### config.mk
export PLATFORM = sky130hd
export DESIGN_NAME = dns_reply_parser
export DESIGN_NICKNAME = d
export VERILOG_FILES = /design/src/sv/dnsrp_pkg.sv /design/src/sv/dnsrp_cfg.sv /design/src/sv/dnsrp_parse.sv /design/src/sv/dnsrp_outreg.sv /design/src/sv/dns_reply_parser.sv
export SDC_FILE = /design/constraint.sdc
export NUM_CORES = 1
export LEC_CHECK = 0
export BUFFER_PORTS_ARGS = -buffer_cell sky130_fd_sc_hd__buf_2
export CAP_MARGIN = 20
export CORE_AREA = 2 2 214 216
export DETAILED_ROUTE_END_ITERATION = 10
export DIE_AREA = 0 0 216 218
export PLACE_DENSITY = 0.6
export SLEW_MARGIN = 10
export SYNTH_ARGS = -nofsm -noshare
export SYNTH_HDL_FRONTEND = slang
export SYNTH_SLANG_ARGS = --single-unit
### constraint.sdc
create_clock -name clk -period 5.3 [get_ports clk]
set_input_delay 0 -clock clk [delete_from_list [all_inputs] [get_ports clk]]
set_output_delay 0 -clock clk [all_outputs]
set_load 0.01 [all_outputs]
### src/sv/dnsrp_pkg.sv
// Shared types and constants of the DNS reply parser.
// No dependencies; every other file imports this package.
package dnsrp_pkg;

  // Input beat: one payload byte and its end-of-packet flag.
  typedef struct packed {
    logic [7:0] data_byte;
    logic       last_byte;
  } in_beat_t;

  // Result beat, one per packet.
  typedef struct packed {
    logic        accepted;
    logic [3:0]  response_code;
    logic        answer_found;
    logic [31:0] address;
    logic [31:0] time_to_live;
  } out_beat_t;

  // Result handed from the parser to the output register.
  typedef struct packed {
    logic      fire;
    out_beat_t beat;
  } result_t;

  // Configuration port.
  localparam int unsigned CfgAddrW = 3;
  localparam int unsigned CfgDataW = 32;
  localparam logic        REG_EXPECTED_ID = 1'b0;   // register index, paddr[2]

  // Parse phases.
  localparam logic [2:0] PH_HEADER = 3'd0;
  localparam logic [2:0] PH_QNAME  = 3'd1;
  localparam logic [2:0] PH_QFIXED = 3'd2;
  localparam logic [2:0] PH_ANAME  = 3'd3;
  localparam logic [2:0] PH_AFIXED = 3'd4;
  localparam logic [2:0] PH_ADATA  = 3'd5;
  localparam logic [2:0] PH_DONE   = 3'd6;

  // Protocol constants.
  localparam logic [3:0]  HEADER_LEN    = 4'd12;
  localparam logic [3:0]  QFIXED_LEN    = 4'd4;
  localparam logic [3:0]  AFIXED_LEN    = 4'd10;
  localparam logic [3:0]  AFIELDS_LEN   = 4'd8;
  localparam logic [7:0]  QR_MASK       = 8'h80;
  localparam logic [7:0]  RCODE_MASK    = 8'h0F;
  localparam logic [7:0]  PTR_MASK      = 8'hC0;
  localparam logic [15:0] TYPE_A        = 16'd1;
  localparam logic [15:0] CLASS_IN      = 16'd1;
  localparam logic [15:0] A_DATA_LEN    = 16'd4;

endpackage

### src/sv/dnsrp_cfg.sv
// APB-style register file of the DNS reply parser: holds expected_id.
// Depends on dnsrp_pkg.
module dnsrp_cfg (
  input  logic                          clk,
  input  logic                          rst_n,
  input  logic                          psel,
  input  logic                          penable,
  input  logic                          pwrite,
  input  logic [dnsrp_pkg::CfgAddrW-1:0] paddr,
  input  logic [dnsrp_pkg::CfgDataW-1:0] pwdata,
  output logic [dnsrp_pkg::CfgDataW-1:0] prdata,
  output logic                          pready,
  output logic [15:0]                   expected_id
);
  import dnsrp_pkg::*;

  logic [15:0] expected_id_r;
  logic [15:0] expected_id_nxt;
  logic        wr_en;

  assign pready = 1'b1;
  assign wr_en  = psel & penable & pwrite;

  always_comb begin
    expected_id_nxt = expected_id_r;
    if (wr_en && paddr[2] == REG_EXPECTED_ID) begin
      expected_id_nxt = pwdata[15:0];
    end
  end

  always_ff @(posedge clk) begin
    if (!rst_n) begin
      expected_id_r <= '0;
    end else begin
      expected_id_r <= expected_id_nxt;
    end
  end

  assign prdata      = (paddr[2] == REG_EXPECTED_ID) ?
                       {{(CfgDataW-16){1'b0}}, expected_id_r} : '0;
  assign expected_id = expected_id_r;

endmodule

### src/sv/dnsrp_parse.sv
// Byte-wise parse state of the DNS reply parser and the per-packet result.
// Depends on dnsrp_pkg.
module dnsrp_parse (
  input  logic                clk,
  input  logic                rst_n,
  input  logic                beat_en,
  input  dnsrp_pkg::in_beat_t beat,
  input  logic [15:0]         expected_id,
  output dnsrp_pkg::result_t  result
);
  import dnsrp_pkg::*;

  typedef struct packed {
    logic [3:0]  byte_count;
    logic [2:0]  parse_phase;
    logic        header_ok;
    logic [3:0]  rcode_held;
    logic [15:0] question_left;
    logic [15:0] answer_left;
    logic [7:0]  label_left;
    logic [3:0]  field_index;
    logic [63:0] record_fields;
    logic [15:0] data_left;
    logic [31:0] address_shift;
    logic [31:0] found_addr;
    logic [31:0] found_ttl;
    logic        found_flag;
  } pkt_t;

  pkt_t        st_r;
  pkt_t        st_upd;
  pkt_t        st_nxt;
  logic [7:0]  b;
  logic        name_done;
  logic [3:0]  name_fi;
  logic [7:0]  name_ll;
  logic [3:0]  bc_inc;
  logic        acc;
  logic        hit;

  assign b = beat.data_byte;

  // One name byte: label skip, end marker or two-byte compression pointer.
  always_comb begin
    name_done = 1'b0;
    name_fi   = st_r.field_index;
    name_ll   = st_r.label_left;
    if (st_r.field_index != '0) begin
      name_fi   = '0;
      name_done = 1'b1;
    end else if (st_r.label_left != '0) begin
      name_ll = st_r.label_left - 8'd1;
    end else if (b == '0) begin
      name_done = 1'b1;
    end else if ((b & PTR_MASK) == PTR_MASK) begin
      name_fi = 4'd1;
    end else begin
      name_ll = b;
    end
  end

  assign bc_inc = st_r.byte_count + 4'd1;

  always_comb begin
    st_upd = st_r;
    case (st_r.parse_phase)
      PH_HEADER: begin
        case (st_r.byte_count)
          4'd0: st_upd.header_ok = (b == expected_id[15:8]);
          4'd1: st_upd.header_ok = st_r.header_ok && (b == expected_id[7:0]);
          4'd2: st_upd.header_ok = st_r.header_ok && ((b & QR_MASK) != '0);
          4'd3: st_upd.rcode_held = b[3:0] & RCODE_MASK[3:0];
          4'd4: st_upd.question_left = {b, 8'h00};
          4'd5: st_upd.question_left = {st_r.question_left[15:8], b};
          4'd6: st_upd.answer_left = {b, 8'h00};
          4'd7: st_upd.answer_left = {st_r.answer_left[15:8], b};
          default: ;
        endcase
        st_upd.byte_count = bc_inc;
        if (bc_inc >= HEADER_LEN) begin
          st_upd.byte_count = HEADER_LEN;
          if (!st_upd.header_ok) begin
            st_upd.parse_phase = PH_DONE;
          end else if (st_upd.question_left != '0) begin
            st_upd.parse_phase = PH_QNAME;
          end else begin
            st_upd.field_index = '0;
            st_upd.parse_phase = (st_upd.answer_left != '0) ? PH_ANAME : PH_DONE;
          end
        end
      end
      PH_QNAME: begin
        st_upd.field_index = name_fi;
        st_upd.label_left  = name_ll;
        if (name_done) begin
          st_upd.field_index = '0;
          st_upd.parse_phase = PH_QFIXED;
        end
      end
      PH_QFIXED: begin
        st_upd.field_index = st_r.field_index + 4'd1;
        if (st_upd.field_index >= QFIXED_LEN) begin
          st_upd.field_index   = '0;
          st_upd.question_left = st_r.question_left - 16'd1;
          if (st_upd.question_left != '0) begin
            st_upd.parse_phase = PH_QNAME;
          end else begin
            st_upd.parse_phase = (st_r.answer_left != '0) ? PH_ANAME : PH_DONE;
          end
        end
      end
      PH_ANAME: begin
        st_upd.field_index = name_fi;
        st_upd.label_left  = name_ll;
        if (name_done) begin
          st_upd.field_index   = '0;
          st_upd.record_fields = '0;
          st_upd.data_left     = '0;
          st_upd.parse_phase   = PH_AFIXED;
        end
      end
      PH_AFIXED: begin
        if (st_r.field_index < AFIELDS_LEN) begin
          st_upd.record_fields = {st_r.record_fields[55:0], b};
        end else begin
          st_upd.data_left = {st_r.data_left[7:0], b};
        end
        st_upd.field_index = st_r.field_index + 4'd1;
        if (st_upd.field_index >= AFIXED_LEN) begin
          st_upd.field_index   = '0;
          st_upd.address_shift = '0;
          if (st_upd.record_fields[63:48] == TYPE_A &&
              st_upd.record_fields[47:32] == CLASS_IN &&
              st_upd.data_left == A_DATA_LEN) begin
            st_upd.field_index = 4'd1;
            st_upd.parse_phase = PH_ADATA;
          end else if (st_upd.data_left == '0) begin
            st_upd.answer_left = st_r.answer_left - 16'd1;
            st_upd.parse_phase = (st_upd.answer_left != '0) ? PH_ANAME : PH_DONE;
          end else begin
            st_upd.parse_phase = PH_ADATA;
          end
        end
      end
      PH_ADATA: begin
        st_upd.data_left = st_r.data_left - 16'd1;
        if (st_r.field_index != '0) begin
          st_upd.address_shift = {st_r.address_shift[23:0], b};
        end
        if (st_upd.data_left == '0) begin
          if (st_r.field_index != '0) begin
            st_upd.found_addr  = st_upd.address_shift;
            st_upd.found_ttl   = st_r.record_fields[31:0];
            st_upd.found_flag  = 1'b1;
            st_upd.field_index = '0;
            st_upd.parse_phase = PH_DONE;
          end else begin
            st_upd.field_index = '0;
            st_upd.answer_left = st_r.answer_left - 16'd1;
            st_upd.parse_phase = (st_upd.answer_left != '0) ? PH_ANAME : PH_DONE;
          end
        end
      end
      default: ;
    endcase
  end

  // The last byte closes the packet; state returns to reset values.
  always_comb begin
    st_nxt = st_r;
    if (beat_en) begin
      st_nxt = beat.last_byte ? pkt_t'('0) : st_upd;
    end
  end

  always_ff @(posedge clk) begin
    if (!rst_n) begin
      st_r <= '0;
    end else begin
      st_r <= st_nxt;
    end
  end

  assign acc = (st_upd.byte_count >= HEADER_LEN) && st_upd.header_ok;
  assign hit = acc && st_upd.found_flag;

  assign result.fire               = beat_en & beat.last_byte;
  assign result.beat.accepted      = acc;
  assign result.beat.response_code = acc ? st_upd.rcode_held : 4'd0;
  assign result.beat.answer_found  = hit;
  assign result.beat.address       = hit ? st_upd.found_addr : 32'd0;
  assign result.beat.time_to_live  = hit ? st_upd.found_ttl : 32'd0;

endmodule

### src/sv/dnsrp_outreg.sv
// Result register of the DNS reply parser, with valid/stall towards the sink.
// Depends on dnsrp_pkg.
module dnsrp_outreg (
  input  logic                 clk,
  input  logic                 rst_n,
  input  dnsrp_pkg::result_t   result,
  input  logic                 out_stall,
  output logic                 out_valid,
  output dnsrp_pkg::out_beat_t out_data,
  output logic                 hold
);
  import dnsrp_pkg::*;

  logic      out_valid_r;
  logic      out_valid_nxt;
  out_beat_t out_data_r;

  // Register busy and the sink not taking it.
  assign hold = out_valid_r & out_stall;

  always_comb begin
    out_valid_nxt = out_valid_r & out_stall;
    if (result.fire) begin
      out_valid_nxt = 1'b1;
    end
  end

  always_ff @(posedge clk) begin
    if (!rst_n) begin
      out_valid_r <= 1'b0;
    end else begin
      out_valid_r <= out_valid_nxt;
    end
  end

  always_ff @(posedge clk) begin
    if (result.fire) begin
      out_data_r <= result.beat;
    end
  end

  assign out_valid = out_valid_r;
  assign out_data  = out_data_r;

endmodule

### src/sv/dns_reply_parser.sv
// DNS reply parser, top level. Instantiates dnsrp_cfg, dnsrp_parse and
// dnsrp_outreg; depends on dnsrp_pkg.
//
// Takes the UDP payload of a DNS reply one byte per input beat, with
// last_byte set on the final byte, and returns exactly one result beat per
// packet, issued in the cycle after the last byte is taken. The header (12
// bytes) is checked against expected_id and the response bit, the rcode is
// kept, question entries (plain or compressed names plus 4 fixed bytes) are
// skipped and answer records are walked until the first IN A record with 4
// complete data bytes, whose address and TTL are reported. Short packets,
// header mismatches and truncated records give zeroed fields as described
// for each output. Every byte is absorbed by the parse state
// registers, so one byte per clock is sustained; the only thing that holds
// the input back is a result beat waiting in the output register while the
// sink stalls. expected_id is written over the APB-style port at byte
// address 0 and must only change between packets.
module dns_reply_parser (
  input  logic                              clk,
  input  logic                              rst_n,
  input  logic                              in_valid,
  output logic                              in_stall,
  input  dnsrp_pkg::in_beat_t               in_data,
  output logic                              out_valid,
  input  logic                              out_stall,
  output dnsrp_pkg::out_beat_t              out_data,
  input  logic                              psel,
  input  logic                              penable,
  input  logic                              pwrite,
  input  logic [dnsrp_pkg::CfgAddrW-1:0]    paddr,
  input  logic [dnsrp_pkg::CfgDataW-1:0]    pwdata,
  output logic [dnsrp_pkg::CfgDataW-1:0]    prdata,
  output logic                              pready
);
  import dnsrp_pkg::*;

  logic [15:0] expected_id;
  logic        in_take;    // input beat accepted this cycle
  logic        hold;
  result_t     result;

  assign in_stall = hold;
  assign in_take  = in_valid & ~hold;

  dnsrp_cfg u_cfg (
    .clk         (clk),
    .rst_n       (rst_n),
    .psel        (psel),
    .penable     (penable),
    .pwrite      (pwrite),
    .paddr       (paddr),
    .pwdata      (pwdata),
    .prdata      (prdata),
    .pready      (pready),
    .expected_id (expected_id)
  );

  // Parse state steps once per accepted byte; result formed on the last one.
  dnsrp_parse u_parse (
    .clk         (clk),
    .rst_n       (rst_n),
    .beat_en     (in_take),
    .beat        (in_data),
    .expected_id (expected_id),
    .result      (result)
  );

  dnsrp_outreg u_outreg (
    .clk       (clk),
    .rst_n     (rst_n),
    .result    (result),
    .out_stall (out_stall),
    .out_valid (out_valid),
    .out_data  (out_data),
    .hold      (hold)
  );

endmodule

==> flow_summary.yaml, run 1 <==
outcome:
  status: "complete, no violations"
sta:
  period_share: 0.6956
  worst_pin_slew_ns: 1.075
  slew_headroom: 0.2830
  fin_crit_ns: 3.687
  setup_tns_ns: 0
  slew_viol_final: 0
  clock.fmax_mhz: 271.2
  fin_skew_ns: 0.02338
  hold_viol: 0
  rsz0062_at_grt: "no"
  setup_viol: 0
synthesis:
  synth_xor_area_frac: 0.01599
  synth_ff_type: "dfxtp_1"
  synth.area.mux_share: 0.01016
  syn_avg_cell_area_sq_um: 8.622
  synthSimpleGateAreaFrac: 0.2494
  synth-async-reset-ratio: 0
  synth_top_family_by_area: "simple AND/OR/NAND/NOR gates"
  synthAdderAreaFrac: 0.01103
  ys_seq_area_frac: 0.4374
  synth_compound_area_frac: 0.2225
  netlist_area_sq_um: 15880
  synth_warnings: 0
  syn_inst: 1842
  synth-edff-count: 70
  ys_seq_elements: 312
  synth_cell_types: 91
cts:
  cts_made_buffers: 35
  insertion_delay_ns: 0.55
  cts_tree: "yes"
  cts_buffer_depth: 3
  clkSinkCount: 312
  cts.clk_slew.worst_paths_ns: 0.06
  cts-root-buf: "clkbuf_16"
  htree_levels: 2
critical_path:
  cp_slowest_cell: "dfxtp_1"
  cp_data_arrival_time_ns: 4.12
  cp-end-kind: "register"
  worstPathMaxFanout: 15
  cp_slowest_stage_delay_ns: 0.63
  worstSetupPathType: "register to register"
  critical_path.startpoint: "u_parse.st_r[227]"
  crit_required_ns: 5.73
  rr_startpoint: "u_parse.st_r[227]"
  start_kind: "register"
  path_cells: "nand2b_1 > nor2_1 > nand2_1 > o22ai_1 > a2111oi_0 > and2_1 > o21ai_0 > a31o_2"
floorplanning:
  io_pins: 156
  core_sq_um: 44890
  die_h_um: 218
  start_util: 0.3538
  design.die.area_sq_um: 47090
  num_rows: 78
  die_x_um: 216
global_route:
  antenna_found_initial: 0
  grt_max_degree: 237
  grt_pass1_vias: 13448
  grt_util_met1: 0.2554
  grt_busiest_layer: "met2"
  overflow: 0
  grt_pass1_wl_um: 72940
  met3_usage: 0.02943
  use_met2: 0.3055
  grt.total_usage: 0.1888
power:
  peakVddDrop_mv: 0.1915
  power_density_nw_per_um2: 297.5
  p_leak_uw: 0.006041
flow_run:
  max-cap-violations: 0
worst_hold_path:
  hold_class: "input pin to register"
  min_from: "in_data[8]"
placement:
  numPortBuffers: 120
  dpl_cell_area_sq_um: 16760
  hpwl_um: 27610
  gp_congestion: 0.9006
finish:
  finalNetCount: 1947
  syn_to_final_growth_pct: 14.52
  drive_gt1_frac: 0.1221
  final_area_sq_um: 18190
  diodes: 0
drt:
  wire_per_inst_um: 17.91
  ant_nets: 0
  dr.pass1.iters: 5
  drc: 0
  detail_route.vias_per_cell: 5.546
  wl_um: 44940
  dr.first_iter.drc_count: 1226
  via_count: 13914
## worst max-delay path, delay by kind of cell (launching register included)
kind | cells | cell delay (ns)
and+or+nand+nor | 4 | 1.82
AOI/OAI and AO/OA | 4 | 1.12
DFF | 1 | 0.63
## metrics by stage
stage	std cells	total power [uW]	hold WS [ns]	util	setup slack, ns
floorplan	1857	2733	0.04641	-	1.085
global placement	2425	2830	0.2557	0.3732	1.771
detailed placement	2426	2835	0.2602	0.3734	1.681
CTS	2509	5477	0.01572	0.4051	1.681
global route	2509	5596	0.06956	0.4051	1.325
finish	2509	5411	0.06755	0.4051	1.613
## layout make-up
type | instances | area [sq um]
sequential | 312 | 6947
multi-input combinational | 1350 | 8195
tap | 600 | 750.7
inverter | 24 | 90.09
timing repair buffer | 159 | 972.2
fill | 4502 | 26710
clock inverter | 14 | 239.0
clock buffer | 50 | 993.5
## cells by family after synthesis
kind of cell / after synthesis
compound gates: 518
xor+xnor: 29
fa+ha+maj: 14
buf+inv: 195
flops: 312
mux: 16
other cells: 2
simple gates: 756
## report_power, final
part	total, uW	switching, uW	internal, uW
logic	322	215	107
registers	2470	15.2	2460
clock network	2620	1010	1610
total	5410	1240	4170
## routing by layer
| metal | share of wire | wire (um) | vias up |
|---|---|---|---|
| met2 | 0.46 | 20460 | 472 |
| li1 | - | - | 6686 |
| met3 | 0.062 | 2765 | 92 |
| met1 | 0.46 | 20490 | 6664 |
| met5 | 0 | 0 | - |
| met4 | 0.027 | 1221 | 0 |
## registers in the layout, summed over array words and instances, names as in the netlist
name                count
u_cfg.expected_id      16
u_outreg.out_data      70
u_outreg.out_valid      1
u_parse.st_r          225
## final timing paths
| check | end | slack [ns] | depth (start not counted) |
|---|---|---|---|
| worst max-delay path | u_parse.st_r[192] | 1.61 | 8 |
| worst min-delay path | u_parse.st_r[72] | 0.07 | 3 |
| worst max register to register | u_parse.st_r[192] | 1.61 | 8 |
| worst min register to register | u_cfg.expected_id[10] | 0.50 | 2 |
## cell usage after synthesis, types with 9 or more instances
library cell | number | area (sq um)
o21ai_0 | 68 | 340.3
or3_1 | 10 | 62.56
dfxtp_1 | 242 | 4845
clkbuf_1 | 113 | 424.2
o22ai_1 | 9 | 56.30
xnor2_1 | 22 | 192.7
nor2b_1 | 193 | 1207
a21oi_1 | 119 | 595.6
nand4_1 | 10 | 62.56
nor3_1 | 44 | 220.2
nand3b_1 | 10 | 75.07
a21boi_0 | 31 | 232.7
buf_1 | 13 | 48.80
nor4_1 | 23 | 143.9
ha_1 | 14 | 175.2
nor2_1 | 99 | 371.6
nand2_1 | 241 | 904.6
mux2i_1 | 15 | 150.1
nand2b_1 | 9 | 56.30
buf_2 | 24 | 120.1
inv_1 | 24 | 90.09
o211ai_1 | 10 | 75.07
and2_1 | 26 | 162.7
buf_4 | 19 | 142.6
nand3_1 | 34 | 170.2
a22oi_1 | 170 | 1276
edfxtp_1 | 70 | 2102
## layout by cell type, fill, tap and decap left out, types with 44 or more instances in the layout
cell type | synthesis | final
dfxtp_1 | 242 | 242
nand2_1 | 241 | 240
nor2b_1 | 193 | 193
edfxtp_1 | 70 | 70
nor2_1 | 99 | 98
buf_2 | 24 | 119
o21ai_0 | 68 | 65
nor3_1 | 44 | 44
a22oi_1 | 170 | 170
a21oi_1 | 119 | 119
## repair_timing
item	CTS	global route
hold buffers	19	0
buffers inserted	0	0
resized for setup	0	0
hold endpoints to repair	27	0
No activity file was read; power rests on OpenSTA's default activity.
==> run 2, diff against run 1 <==
PLACE_DENSITY = 0.62   (was 0.6)
clock period = 3.3 ns   (was 5.3 ns; I/O delays follow)
==> run 2 against run 1 <==
Net effect: cell area rose by 2.6%; register-to-register slack worse by 1.4 ns; non-clock buffer count grew 62; critical path depth rose by 2; global-route usage is 0.44 points higher; first-iteration DRC count up 13%.
==> flow_summary.yaml, run 2 (synthesis gave the netlist of run 1 again) <==
global_route:
  grt_max_degree: 156
  grt_pass1_vias: 13692
  grt.total_usage: 0.1931
  antenna_found_initial: 0
  overflow: 0
  grt_pass1_wl_um: 74260
sta:
  clock.fmax_mhz: 321.7
  period_share: 0.9421
  worst_pin_slew_ns: 0.8031
  slew_headroom: 0.4597
  hold_viol: 0
  setup_tns_ns: 0
  holdWs_ns: 0.01688
  setup_viol: 0
  fin_skew_ns: 0.02187
  rsz0062_at_grt: "no"
  slew_viol_final: 0
  fin_crit_ns: 3.109
critical_path:
  crit_required_ns: 3.61
  r2r_cells: 10
  cp_data_arrival_time_ns: 3.42
  start_kind: "register"
  cp-end-kind: "register"
  worstPathMaxFanout: 49
  worstSetupPathType: "register to register"
outcome:
  status: "complete, no violations"
finish:
  layout_common_cells: "242 x dfxtp_1, 240 x nand2_1, 193 x nor2b_1"
  largest_register_ff_count: 225
  regArea_sq_um: 6947
  regMostFlops: "u_parse.st_r"
  syn_to_final_growth_pct: 17.55
  drive_gt1_frac: 0.1445
  diodes: 0
  finalNetCount: 2011
  multiInputGateArea_sq_um: 8203
  layout_commonest_cell: "dfxtp_1"
  fillers: 4393
cts:
  clkSinkCount: 312
  cts.clk_slew.worst_paths_ns: 0.06
  cts_buffer_depth: 3
  htree_levels: 2
  cts_made_buffers: 37
  insertion_delay_ns: 0.56
  cts-root-buf: "clkbuf_16"
  cts_tree: "yes"
floorplanning:
  start_util: 0.3538
  num_rows: 78
  io_pins: 156
  design.die.area_sq_um: 47090
  core_sq_um: 44890
  die_h_um: 218
  die_x_um: 216
power:
  power_density_nw_per_um2: 453.9
  p_leak_uw: 0.006334
  peakVddDrop_mv: 0.3584
placement:
  gp_congestion: 0.9035
  hpwl_um: 29610
  numPortBuffers: 120
drt:
  dr.pass1.iters: 5
  via_count: 14312
  wl_um: 46070
  dr.first_iter.drc_count: 1385
  ant_nets: 0
  wire_per_inst_um: 17.90
  detail_route.vias_per_cell: 5.562
  drc: 0
worst_hold_path:
  hold_class: "input pin to register"
  holdPathStages: 4
flow_run:
  max-cap-violations: 0
-- run 2: changes by cell type in the layout (fill, tap and decap cells not counted), moves of 2 or more --
cell	before	now
buf_12	2	7
buf_4	18	67
bufinv_16	6	1
clkbuf_16	36	38
clkinv_1	2	7
dlygate4sd3_1	19	28
-- run 2: per-stage QoR --
stage / area [sq um] / setup WS (ns) / cells / total power, uW / util
after detailed placement: 17220 / 0.1746 / 2479 / 4579 / 0.3836
after global placement: 17220 / 0.1849 / 2479 / 4574 / 0.3836
after floorplan: 15940 / 0.2756 / 1857 / 4388 / -
final: 18670 / 0.1911 / 2573 / 8473 / 0.4158
after CTS: 18660 / 0.1463 / 2573 / 8561 / 0.4157
after global routing: 18670 / 0.03617 / 2573 / 8777 / 0.4158
-- run 2: area by class of cell --
class	instances	area share
flip-flops and latches	312	0.3721
clock inverters	14	0.006166
clock buffers	52	0.05590
multi-input cells	1350	0.4394
inverters	24	0.004826
well taps	600	0.04021
repair buffers	221	0.08137
-- run 2: layer usage --
| metal | vias to the layer above | global-route usage | share of wire |
|---|---|---|---|
| li1 | 6804 | - | - |
| met1 | 6888 | 0.2597 | 0.45 |
| met2 | 545 | 0.3154 | 0.46 |
| met3 | 75 | 0.03389 | 0.068 |
| met4 | 0 | 0.06096 | 0.023 |
| met5 | - | 0 | 0 |
-- run 2: path summary, 6_finish.rpt --
kind	slack, ns	from	to
setup / recovery	0.19	u_parse.st_r[98]	u_outreg.out_data[31]
hold / removal	0.02	in_data[1]	u_parse.st_r[221]
setup reg to reg	0.19	u_parse.st_r[98]	u_outreg.out_data[31]
hold reg to reg	0.50	u_cfg.expected_id[4]	u_cfg.expected_id[4]
-- run 2: timing repair --
action,in CTS,in global routing
setup buffers,0,0
gates resized for setup,0,2
endpoints found under the setup margin,0,24
hold buffers,28,0
hold endpoints to repair,48,0
-- run 2: critical path, cell delays in order, from the launching register on --
cell	delay (ns)
dfxtp_1	0.31
inv_1	0.09
ha_2	0.25
or4b_4	0.53
o21ai_1	0.18
nand4_1	0.12
or4_4	0.49
nor3_4	0.31
buf_12	0.29
mux2i_1	0.22
nor2_1	0.05
-- run 2: report_power, final --
group          internal (uW)  switching, uW  total [uW]
registers               3950           26.5        3980
clock network           2290           1650        3950
logic                    195            355         550
